`src/ocd_cbrt_cell.sv`:
```
// one digit cell of the pipelined cube root: one root bit per cell
module ocd_cbrt_cell #(
    parameter int N_W   = 60,
    parameter int R_W   = 20,
    parameter int SHIFT = 0
) (
    input  logic             i_clk,
    input  logic [N_W-1:0]   i_rem,
    input  logic [R_W-1:0]   i_root,
    input  logic [2*R_W-1:0] i_sq,
    output logic [N_W-1:0]   o_rem,
    output logic [R_W-1:0]   o_root,
    output logic [2*R_W-1:0] o_sq
);

    localparam int SQ_W  = 2 * R_W;
    localparam int B_W   = 2 * R_W + 2;
    localparam int CMP_W = (N_W > B_W) ? N_W : B_W;

    logic [N_W-1:0]  r_rem,  n_rem;
    logic [R_W-1:0]  r_root, n_root;
    logic [SQ_W-1:0] r_sq,   n_sq;
    logic [R_W-1:0]  y2;
    logic [SQ_W-1:0] sq2;
    logic [B_W-1:0]  base;
    logic [B_W-1:0]  b;
    logic            take;

    always_comb begin
        y2   = {i_root[R_W-2:0], 1'b0};
        sq2  = {i_sq[SQ_W-3:0], 2'b00};
        // b = 3*y*(y+1)+1 from the running square, no multiplier
        base = B_W'(sq2) + B_W'(y2);
        b    = base + {base[B_W-2:0], 1'b0} + B_W'(1);
        take = CMP_W'(i_rem >> SHIFT) >= CMP_W'(b);
        if (take) begin
            n_rem  = i_rem - (N_W'(b) << SHIFT);
            n_root = y2 | R_W'(1);
            n_sq   = sq2 + SQ_W'({y2, 1'b0}) + SQ_W'(1);
        end else begin
            n_rem  = i_rem;
            n_root = y2;
            n_sq   = sq2;
        end
    end

    always_ff @(posedge i_clk) begin
        r_rem  <= n_rem;
        r_root <= n_root;
        r_sq   <= n_sq;
    end

    assign o_rem  = r_rem;
    assign o_root = r_root;
    assign o_sq   = r_sq;

endmodule

```
`config.mk`:
```
export PLATFORM = sky130hd
export DESIGN_NAME = ocd_cbrt_cell
export DESIGN_NICKNAME = d
export VERILOG_FILES = /design/src/ocd_cbrt_cell.sv
export SDC_FILE = /design/constraint.sdc
export NUM_CORES = 1
export LEC_CHECK = 0
export BUFFER_PORTS_ARGS = -buffer_cell sky130_fd_sc_hd__buf_2
export CORE_MARGIN = 5
export CORE_UTILIZATION = 51
export DETAILED_ROUTE_END_ITERATION = 7
export PLACE_DENSITY = 0.82
export SYNTH_ARGS = -nofsm -noshare
export SYNTH_HDL_FRONTEND = slang
export SYNTH_SLANG_ARGS = --single-unit
```
`constraint.sdc`:
```
create_clock -name i_clk -period 7.2 [get_ports i_clk]
set_input_delay 0.36 -clock i_clk [delete_from_list [all_inputs] [get_ports i_clk]]
set_output_delay 0.36 -clock i_clk [all_outputs]
set_load 0.01 [all_outputs]
```
==> results.py <==
metrics = {
    "status": {
        "outcome": "finished clean",
    },
    "drt": {
        "post_drt_wl_per_cell_um": 16.5,
        "drc": 0,
        "drt_pass1_iterations": 5,
        "drt_iter0_drc": 771,
        "totalWireLength_um": 31100,
        "vias": 10900,
        "antenna_left": 0,
        "via_per_inst": 5.77,
    },
    "clock_tree": {
        "cts_htree_levels": 4,
        "hold_buffers": 0,
        "cts_buffer_depth": 2,
        "post_cts_resized": 0,
        "cts_sinks": 119,
        "cts_buffers": 17,
        "cts_tree": "yes",
        "post-cts-setup-buffer-count": 0,
        "clk_pin_slew_worst_paths_ps": 60,
        "root_buffer": "clkbuf_16",
    },
    "yosys": {
        "avgSynthCellArea_um2": 7.85,
        "synth_cells": 1340,
        "seq_area_frac_synth": 0.226,
        "yosys-top-cells-area": "dfxtp_1 23%, ha_1 14%, xnor2_1 7.5%, a21oi_1 6.6%, xor2_1 5.6%",
        "yosysWarningCount": 0,
        "yosysTopAreaCell": "dfxtp_1",
        "yosys_register_bits": 119,
        "synth_fp_nets": 1579,
        "synth-edff-count": 0,
        "synth_flop_cell": "dfxtp_1",
        "synth_area_um2": 10500,
        "synth_top_area_frac": 0.226,
        "synthArstFlopShare": 0,
        "synthDistinctLibCells": 79,
    },
    "job": {
        "maxCapViolations": 0,
    },
    "power": {
        "cellLeakagePower_nw": 5.98,
        "p_total_mw": 4.40,
        "ir_drop_mv": 0.172,
        "power_frac_seq": 0.199,
        "power_frac_comb": 0.600,
        "power_density_nw_per_um2": 340,
        "p_int_mw": 2.50,
        "swShare": 0.433,
        "p_clk_frac": 0.201,
        "power_switching_mw": 1.91,
    },
    "die": {
        "initial_core_util": 0.518,
        "dieArea_um2": 23600,
        "chipHeight_um": 154,
        "io-pin-count": 241,
        "rows": 52,
        "die_w_um": 154,
        "core_area_um2": 20300,
    },
    "cells_and_area": {
        "fillers": 1796,
        "finalNetCount": 1845,
        "layout-drive-gt1-share": 0.218,
        "syn2layout_area_growth_pct": 23.1,
    },
    "min_path": {
        "hold_path_class": "input port to flip-flop",
    },
    "sta": {
        "period_share": 0.949,
        "setup_viol": 0,
        "hold_viol_final": 0,
        "tightest_slew_ps": 829,
        "max-slew-margin-rel": 0.443,
        "worst_slack_ps": 368,
        "min_period_ps": 6830,
        "timing.final.max_slew_violations": 0,
        "max_freq_ghz": 0.146,
    },
    "worst_setup_path": {
        "crit_required_ps": 7460,
        "crit_arrival_ps": 7090,
        "startpoint_type": "input port",
        "slowest_delay_ps": 560,
        "path_class": "input port to flip-flop",
        "cp_common_cell": "ha_1",
        "cp_slowest_cell": "o41ai_1",
        "worstSetupEndpointType": "flip-flop",
        "critPathMaxFanout": 30,
    },
    "grt": {
        "grt-ovfl-total": 0,
        "grt_use_total": 0.250,
        "grt_max_degree": 51,
        "grt_pass1_vias": 10500,
        "antenna_found_initial": 1,
        "grt_first_pass_wirelength_um": 50100,
    },
    "placement": {
        "dpl.hpwl_um": 24700,
        "gp_congestion": 0.954,
        "place_ws_ps": -114,
        "port_buffers": 236,
    },
}
## stage by stage
stage | TNS (ps) | area (um2) | hold WS [ps] | std cells | util
CTS | 0 | 12900 | 70.6 | 1889 | 0.635
detailed placement | -559 | 12300 | 511 | 1857 | 0.605
finish | 0 | 12900 | 78.3 | 1890 | 0.638
floorplan | 0 | 10500 | 388 | 1340 | -
global placement | -17.2 | 12300 | 509 | 1857 | 0.605
global route | -4.63 | 12900 | 74.1 | 1890 | 0.638
## cell families after synthesis
| family | synth area share |
|---|---|
| other | 0.000356 |
| buffers and inverters | 0.0359 |
| adders and majority gates | 0.143 |
| DFF | 0.226 |
| muxes | 0.00190 |
| xor gates and xnor gates | 0.131 |
| AOI/OAI and AO/OA | 0.267 |
| and+or+nand+nor | 0.195 |
## cells in the mapped netlist, types with 6 or more instances
cell type / number
a21oi_1: 139
nor2_1: 124
dfxtp_1: 119
ha_1: 114
nand2_1: 97
xnor2_1: 90
xor2_1: 67
o21ai_0: 61
a21o_1: 52
inv_1: 46
nand3_1: 39
nand4_1: 33
nor3_1: 27
and3_1: 25
clkbuf_1: 23
o21ai_1: 23
o21a_1: 21
a211oi_1: 20
o21bai_1: 16
a31oi_1: 13
nor2b_1: 12
buf_2: 11
nand2b_1: 11
o31ai_1: 11
o211ai_1: 10
nor4_1: 9
or2_2: 9
or3_1: 9
and2_1: 7
a2111oi_0: 6
a311oi_1: 6
## sequential cells by signal (all words and copies together), names as in the netlist
signal  count
o_rem      60
o_sq       39
o_root     20
## cells in the final DEF (no fill, tap or decap), drive strengths merged, types with 33 or more instances in the layout
cell   synthesis  routed
nor2         125     125
a21o          52      52
nand3         39      39
inv           47      52
nand2         97      97
xor2          67      67
buf           17     287
a21oi        141     141
nand4         33      33
ha           114     114
xnor2         90      90
o21ai         85      85
dfxtp        119     119
## final cells by class
cell class | count | area, um2 | share of cell area
Antenna cell | 1 | 2.50 | 0.000193
Clock buffer | 20 | 467 | 0.0360
Clock inverter | 12 | 139 | 0.0107
Inverter | 48 | 180 | 0.0139
Multi-Input combinational cell | 1133 | 7820 | 0.604
Sequential cell | 119 | 2380 | 0.184
Tap cell | 270 | 338 | 0.0261
Timing Repair Buffer | 287 | 1620 | 0.125
## power by group through the flow
stage	registers (mW)	clock network, mW	logic [mW]
final	0.876	0.886	2.64
after global routing	0.893	0.931	2.90
after CTS	0.878	0.898	2.60
after detailed placement	0.891	0	2.57
after global placement	0.886	0	2.53
after floorplan	0.981	0	1.77
## critical path: cells and delay by family
family | cells | cell delay [ps]
buffers and inverters | 4 | 480
xor gates and xnor gates | 1 | 220
adders and majority gates | 4 | 1000
and+or+nand+nor | 9 | 1470
AOI/OAI and AO/OA | 14 | 3530
## final timing paths
kind                   endpoint  slack (ps)  cells past startpoint  startpoint
worst max-delay path   o_rem[9]         370                     32     i_sq[0]
worst min-delay path  o_root[4]          80                      1   i_root[3]
## per-layer routing
metal | routed length, um | GRT usage | vias to the layer above
li1 | - | - | 5442
met1 | 14300 | 0.342 | 4987
met2 | 14200 | 0.410 | 419
met3 | 2000 | 0.0405 | 55
met4 | 639 | 0.0732 | 0
met5 | 0 | 0 | -
No activity file was read; power rests on OpenSTA's default activity.
