--- src/ocd_sqrt_cell.sv ---
// one digit cell of the pipelined square root: one result bit per cell
module ocd_sqrt_cell #(
    parameter int W       = 58,
    parameter int BIT_POS = 0
) (
    input  logic         i_clk,
    input  logic [W-1:0] i_rem,
    input  logic [W-1:0] i_y,
    output logic [W-1:0] o_rem,
    output logic [W-1:0] o_y
);

    localparam logic [W-1:0] BIT = W'(1) << (2 * BIT_POS);

    logic [W-1:0] r_rem, n_rem;
    logic [W-1:0] r_y,   n_y;
    logic [W:0]   trial;
    logic         take;

    always_comb begin
        trial = {1'b0, i_y} + {1'b0, BIT};
        take  = {1'b0, i_rem} >= trial;
        if (take) begin
            n_rem = i_rem - trial[W-1:0];
            n_y   = (i_y >> 1) + BIT;
        end else begin
            n_rem = i_rem;
            n_y   = i_y >> 1;
        end
    end

    always_ff @(posedge i_clk) begin
        r_rem <= n_rem;
        r_y   <= n_y;
    end

    assign o_rem = r_rem;
    assign o_y   = r_y;

endmodule

--- config.mk ---
export PLATFORM = sky130hd
export DESIGN_NAME = ocd_sqrt_cell
export DESIGN_NICKNAME = d
export VERILOG_FILES = /design/src/ocd_sqrt_cell.sv
export SDC_FILE = /design/constraint.sdc
export NUM_CORES = 1
export LEC_CHECK = 0
export BUFFER_PORTS_ARGS = -buffer_cell sky130_fd_sc_hd__buf_2
export CAP_MARGIN = 20
export CELL_PAD_IN_SITES_DETAIL_PLACEMENT = 1
export CELL_PAD_IN_SITES_GLOBAL_PLACEMENT = 1
export CORE_UTILIZATION = 42
export CTS_CLUSTER_SIZE = 10
export DETAILED_ROUTE_END_ITERATION = 6
export GPL_ROUTABILITY_DRIVEN = 0
export PLACE_DENSITY = 0.84
export SYNTH_ARGS = -nofsm -noshare
export SYNTH_HDL_FRONTEND = slang
export SYNTH_SLANG_ARGS = --single-unit
--- constraint.sdc ---
create_clock -name i_clk -period 9.54 [get_ports i_clk]
set_input_delay 2.862 -clock i_clk [delete_from_list [all_inputs] [get_ports i_clk]]
set_output_delay 2.862 -clock i_clk [all_outputs]
set_load 0.01 [all_outputs]
==> results by group <==
Yosys
  – Ys Warns: 0
  – Post-synth ARST share: 0
  – Adder-cell share of the synthesized area: 0.08746
  – Syn Nets: 1311
  – Top cell type's share of synthesized area: 0.2635
  – Simple logic cell fraction of the synthesized area: 0.2594
  – Mux share of post-synthesis cell area: 0.003408
  – Post-Syn Instances: 1133
  – Avg Cell Area, Syn: 7.778 sq um
  – Synth Cell Area: 8812 sq um
  – Synth top area cells: dfxtp_1 26%, xnor2_1 8.6%, ha_1 8.5%
  – Largest family of logic cells by synthesized area: simple AND/OR/NAND/NOR gates
  – Post-synth EDFFs: 0
  – Synth Area in Compound Gates: 0.1813
  – Xor/xnor cell area share of the yosys netlist: 0.1630
  – Synth Register Bits: 116
  – Main synth FF type: dfxtp_1
  – Register area share after synthesis: 0.2635
  – Synth unique cells: 65
  – Yosys top cell by area: dfxtp_1

Worst setup path
  – Slowest stage delay, CP: 0.78 ns
  – CP endpoint kind: flip-flop
  – Buf/Inv on CP: 2
  – CP required: 9.86 ns
  – CP cell instances: buf_2 > ha_1 > nand3_1 > nor2_1 > nand3_1 > nor3_2 > nand3_1 > nor2_1 > nand2_1 > xor2_1 > ha_1 > nand4_1 > nor4_1 > a41o_1 > a211oi_1 > a211o_1 > a21oi_2 > buf_4 > nand4_1 > xnor2_1
  – CP arrival: 8.81 ns
  – Delay-heaviest family, CP: simple AND/OR/NAND/NOR gates
  – CP max stage cell: a21oi_2
  – Startpoint types: input pin
  – Worst path most repeated cell: nand3_1
  – CP max FO: 22
  – Critical setup path kind: input pin to flip-flop

Status
  – Status: complete, no violations

Floorplanning
  – Number of I/O pins: 233
  – Chip height: ~150 um
  – Initial Util: 0.4313
  – Die width: around 150 um
  – Num rows: 52
  – DIE AREA: 21560 sq um
  – Core area: 20430 sq um

Clock network
  – Num CTS Buffers: 17
  – Root Buffer: clkbuf_16
  – CTS tree: built
  – Clk buf depth: 2
  – Post-CTS Setup Bufs: 0
  – H-tree depth: 4
  – CTS resizes: 0
  – # clock sinks: 116
  – Worst-path clk slew: 0.06 ns
  – Hold-fix buffers, CTS: 0

Detailed routing
  – DR vias/cell: around 6
  – Iteration-0 DRC Markers: 836
  – Final wirelength: around 35000 um
  – Initial DRT Pass Iterations: 5
  – Detailed-route wire length per cell: between 20 and 25 um
  – DRC: 0
  – Via Count: 9704
  – Detail Route Antenna Nets: 0

Placed design
  – I/O Buffers: roughly 230
  – Place WS: 0.7155 ns
  – DP HPWL: between 20000 and 30000 um

Timing
  – Peak Freq: 117.7 MHz
  – Final setup margin: 1.047 ns
  – Final Hold Viols: 0
  – Finish-stage setup viols: 0
  – Clock period minus worst slack: 8.494 ns
  – Period utilization: 0.8903
  – RSZ-0062 raised after global routing: false
  – Post-Route Setup TNS: 0 ns
  – Measured slew at the worst slew-check pin: 1.046 ns
  – Relative max-transition margin: 0.2962
  – Pins Over Slew Limit: 0

Power
  – P per Cell Area: 167.7 nW/um^2
  – Pleak: 4.618 nW
  – Peak VDD IR: 0.1317 mV

Global route
  – GRT Overall Usage: 0.3273
  – Number of global-route vias before repair: 9944
  – GRT overflow: 0
  – First-pass GRT wire length: 54740 um
  – Pin count of the biggest net entering global routing: 100
  – Initial antenna violation count: 2

Min path
  – Hold/Removal Path Class: input pin to flip-flop

Run
  – Max-cap viol count: 0

Cells and area
  – P&R area growth vs syn: 21.37%
  – Layout cells sized above 1: 0.2195
  – Fillers: 2633
  – Fin nets: 1518
  – Area of the multi-input gates: about 6000 sq um
  – Register area: 2322 sq um
## power by group
| part | switching, mW | total, mW | internal, mW |
|---|---|---|---|
| sequential | 0.0156 | 0.561 | 0.546 |
| clock | 0.263 | 0.679 | 0.416 |
| combinational | 0.348 | 0.553 | 0.205 |
## routing by layer
metal	track usage	wire length, um	up-vias
met4	0.1682	1660	0
met1	0.3989	14570	4687
li1	-	-	4459
met5	0	0	-
met2	0.5424	16400	439
met3	0.06957	2683	119
## area by class of cell
| type | count | area share |
|---|---|---|
| timing repair buffer | 238 | 0.1146 |
| clock inverter | 13 | 0.01474 |
| multi-input combinational | 948 | 0.5733 |
| tap | 270 | 0.03159 |
| inverter | 19 | 0.006668 |
| antenna | 2 | 0.0004679 |
| sequential | 116 | 0.2171 |
| clock buffer | 19 | 0.04141 |
## logic make-up (layout without fill, tap and decap cells)
logic type | count (synthesis) | in the layout
muxes | 3 | 3
DFF | 116 | 116
and+or+nand+nor | 459 | 459
other | 0 | 2
xor gates and xnor gates | 164 | 164
AOI/OAI and AO/OA | 261 | 261
buffers and inverters | 69 | 289
adders and majority gates | 61 | 61
## cell usage after synthesis (22+ instances only)
cell / n
a21o_1: 24
a21oi_1: 74
and3_1: 30
buf_2: 22
dfxtp_1: 116
ha_1: 60
nand2_1: 161
nand3_1: 61
nand4_1: 41
nor2_1: 72
nor3_1: 27
o21ai_0: 37
o21ai_1: 53
xnor2_1: 87
xor2_1: 77
## placed cells by master, fill, tap and decap left out, types with 5 or more instances in the layout
| cell type | synthesis | layout |
|---|---|---|
| a21o_1 | 24 | 23 |
| nand2b_1 | 6 | 6 |
| or3_1 | 5 | 5 |
| o21ai_0 | 37 | 37 |
| ha_1 | 60 | 60 |
| nand3_1 | 61 | 61 |
| xor2_1 | 77 | 77 |
| nor4_1 | 6 | 6 |
| nor2_1 | 72 | 72 |
| a21oi_1 | 74 | 73 |
| dfxtp_1 | 116 | 116 |
| o21bai_1 | 9 | 9 |
| buf_4 | 0 | 5 |
| nand4_1 | 41 | 41 |
| and3_1 | 30 | 30 |
| a211oi_1 | 7 | 7 |
| o21ai_1 | 53 | 53 |
| xnor2_1 | 87 | 87 |
| nor3_1 | 27 | 27 |
| and4_1 | 7 | 7 |
| o211ai_1 | 9 | 9 |
| and2_1 | 11 | 11 |
| a31oi_1 | 7 | 7 |
| nand2_1 | 161 | 161 |
| inv_1 | 19 | 19 |
| clkbuf_16 | 0 | 17 |
| o21a_1 | 6 | 6 |
| nor3_2 | 10 | 10 |
| buf_2 | 22 | 232 |
| nor2b_1 | 6 | 6 |
## flip-flops by register name (all words and copies together) (netlist names)
register / flops
o_rem: 58
o_y: 58
## worst paths after layout
path	startpoint	end	slack, ns	cells past startpoint
setup / recovery	i_y[2]	o_y[4]	1.05	20
hold / removal	i_rem[19]	o_rem[19]	2.65	3
## metrics by stage
| stage | std cells | utilization | total power [mW] | instance area (sq um) | hold WS (ns) |
|---|---|---|---|---|---|
| 4_1_cts | 1622 | 0.5219 | 1.785 | 10660 | 2.650 |
| 3_5_place_dp | 1590 | 0.4925 | 1.103 | 10060 | 3.091 |
| 6_report | 1625 | 0.5235 | 1.793 | 10700 | 2.650 |
| 5_1_grt | 1625 | 0.5235 | 1.872 | 10700 | 2.673 |
| 3_3_place_gp | 1590 | 0.4925 | 1.086 | 10060 | 3.082 |
| 2_1_floorplan | 1133 | - | 0.9165 | 8812 | 2.959 |
Note: power is estimated with default switching activity, not from simulation.
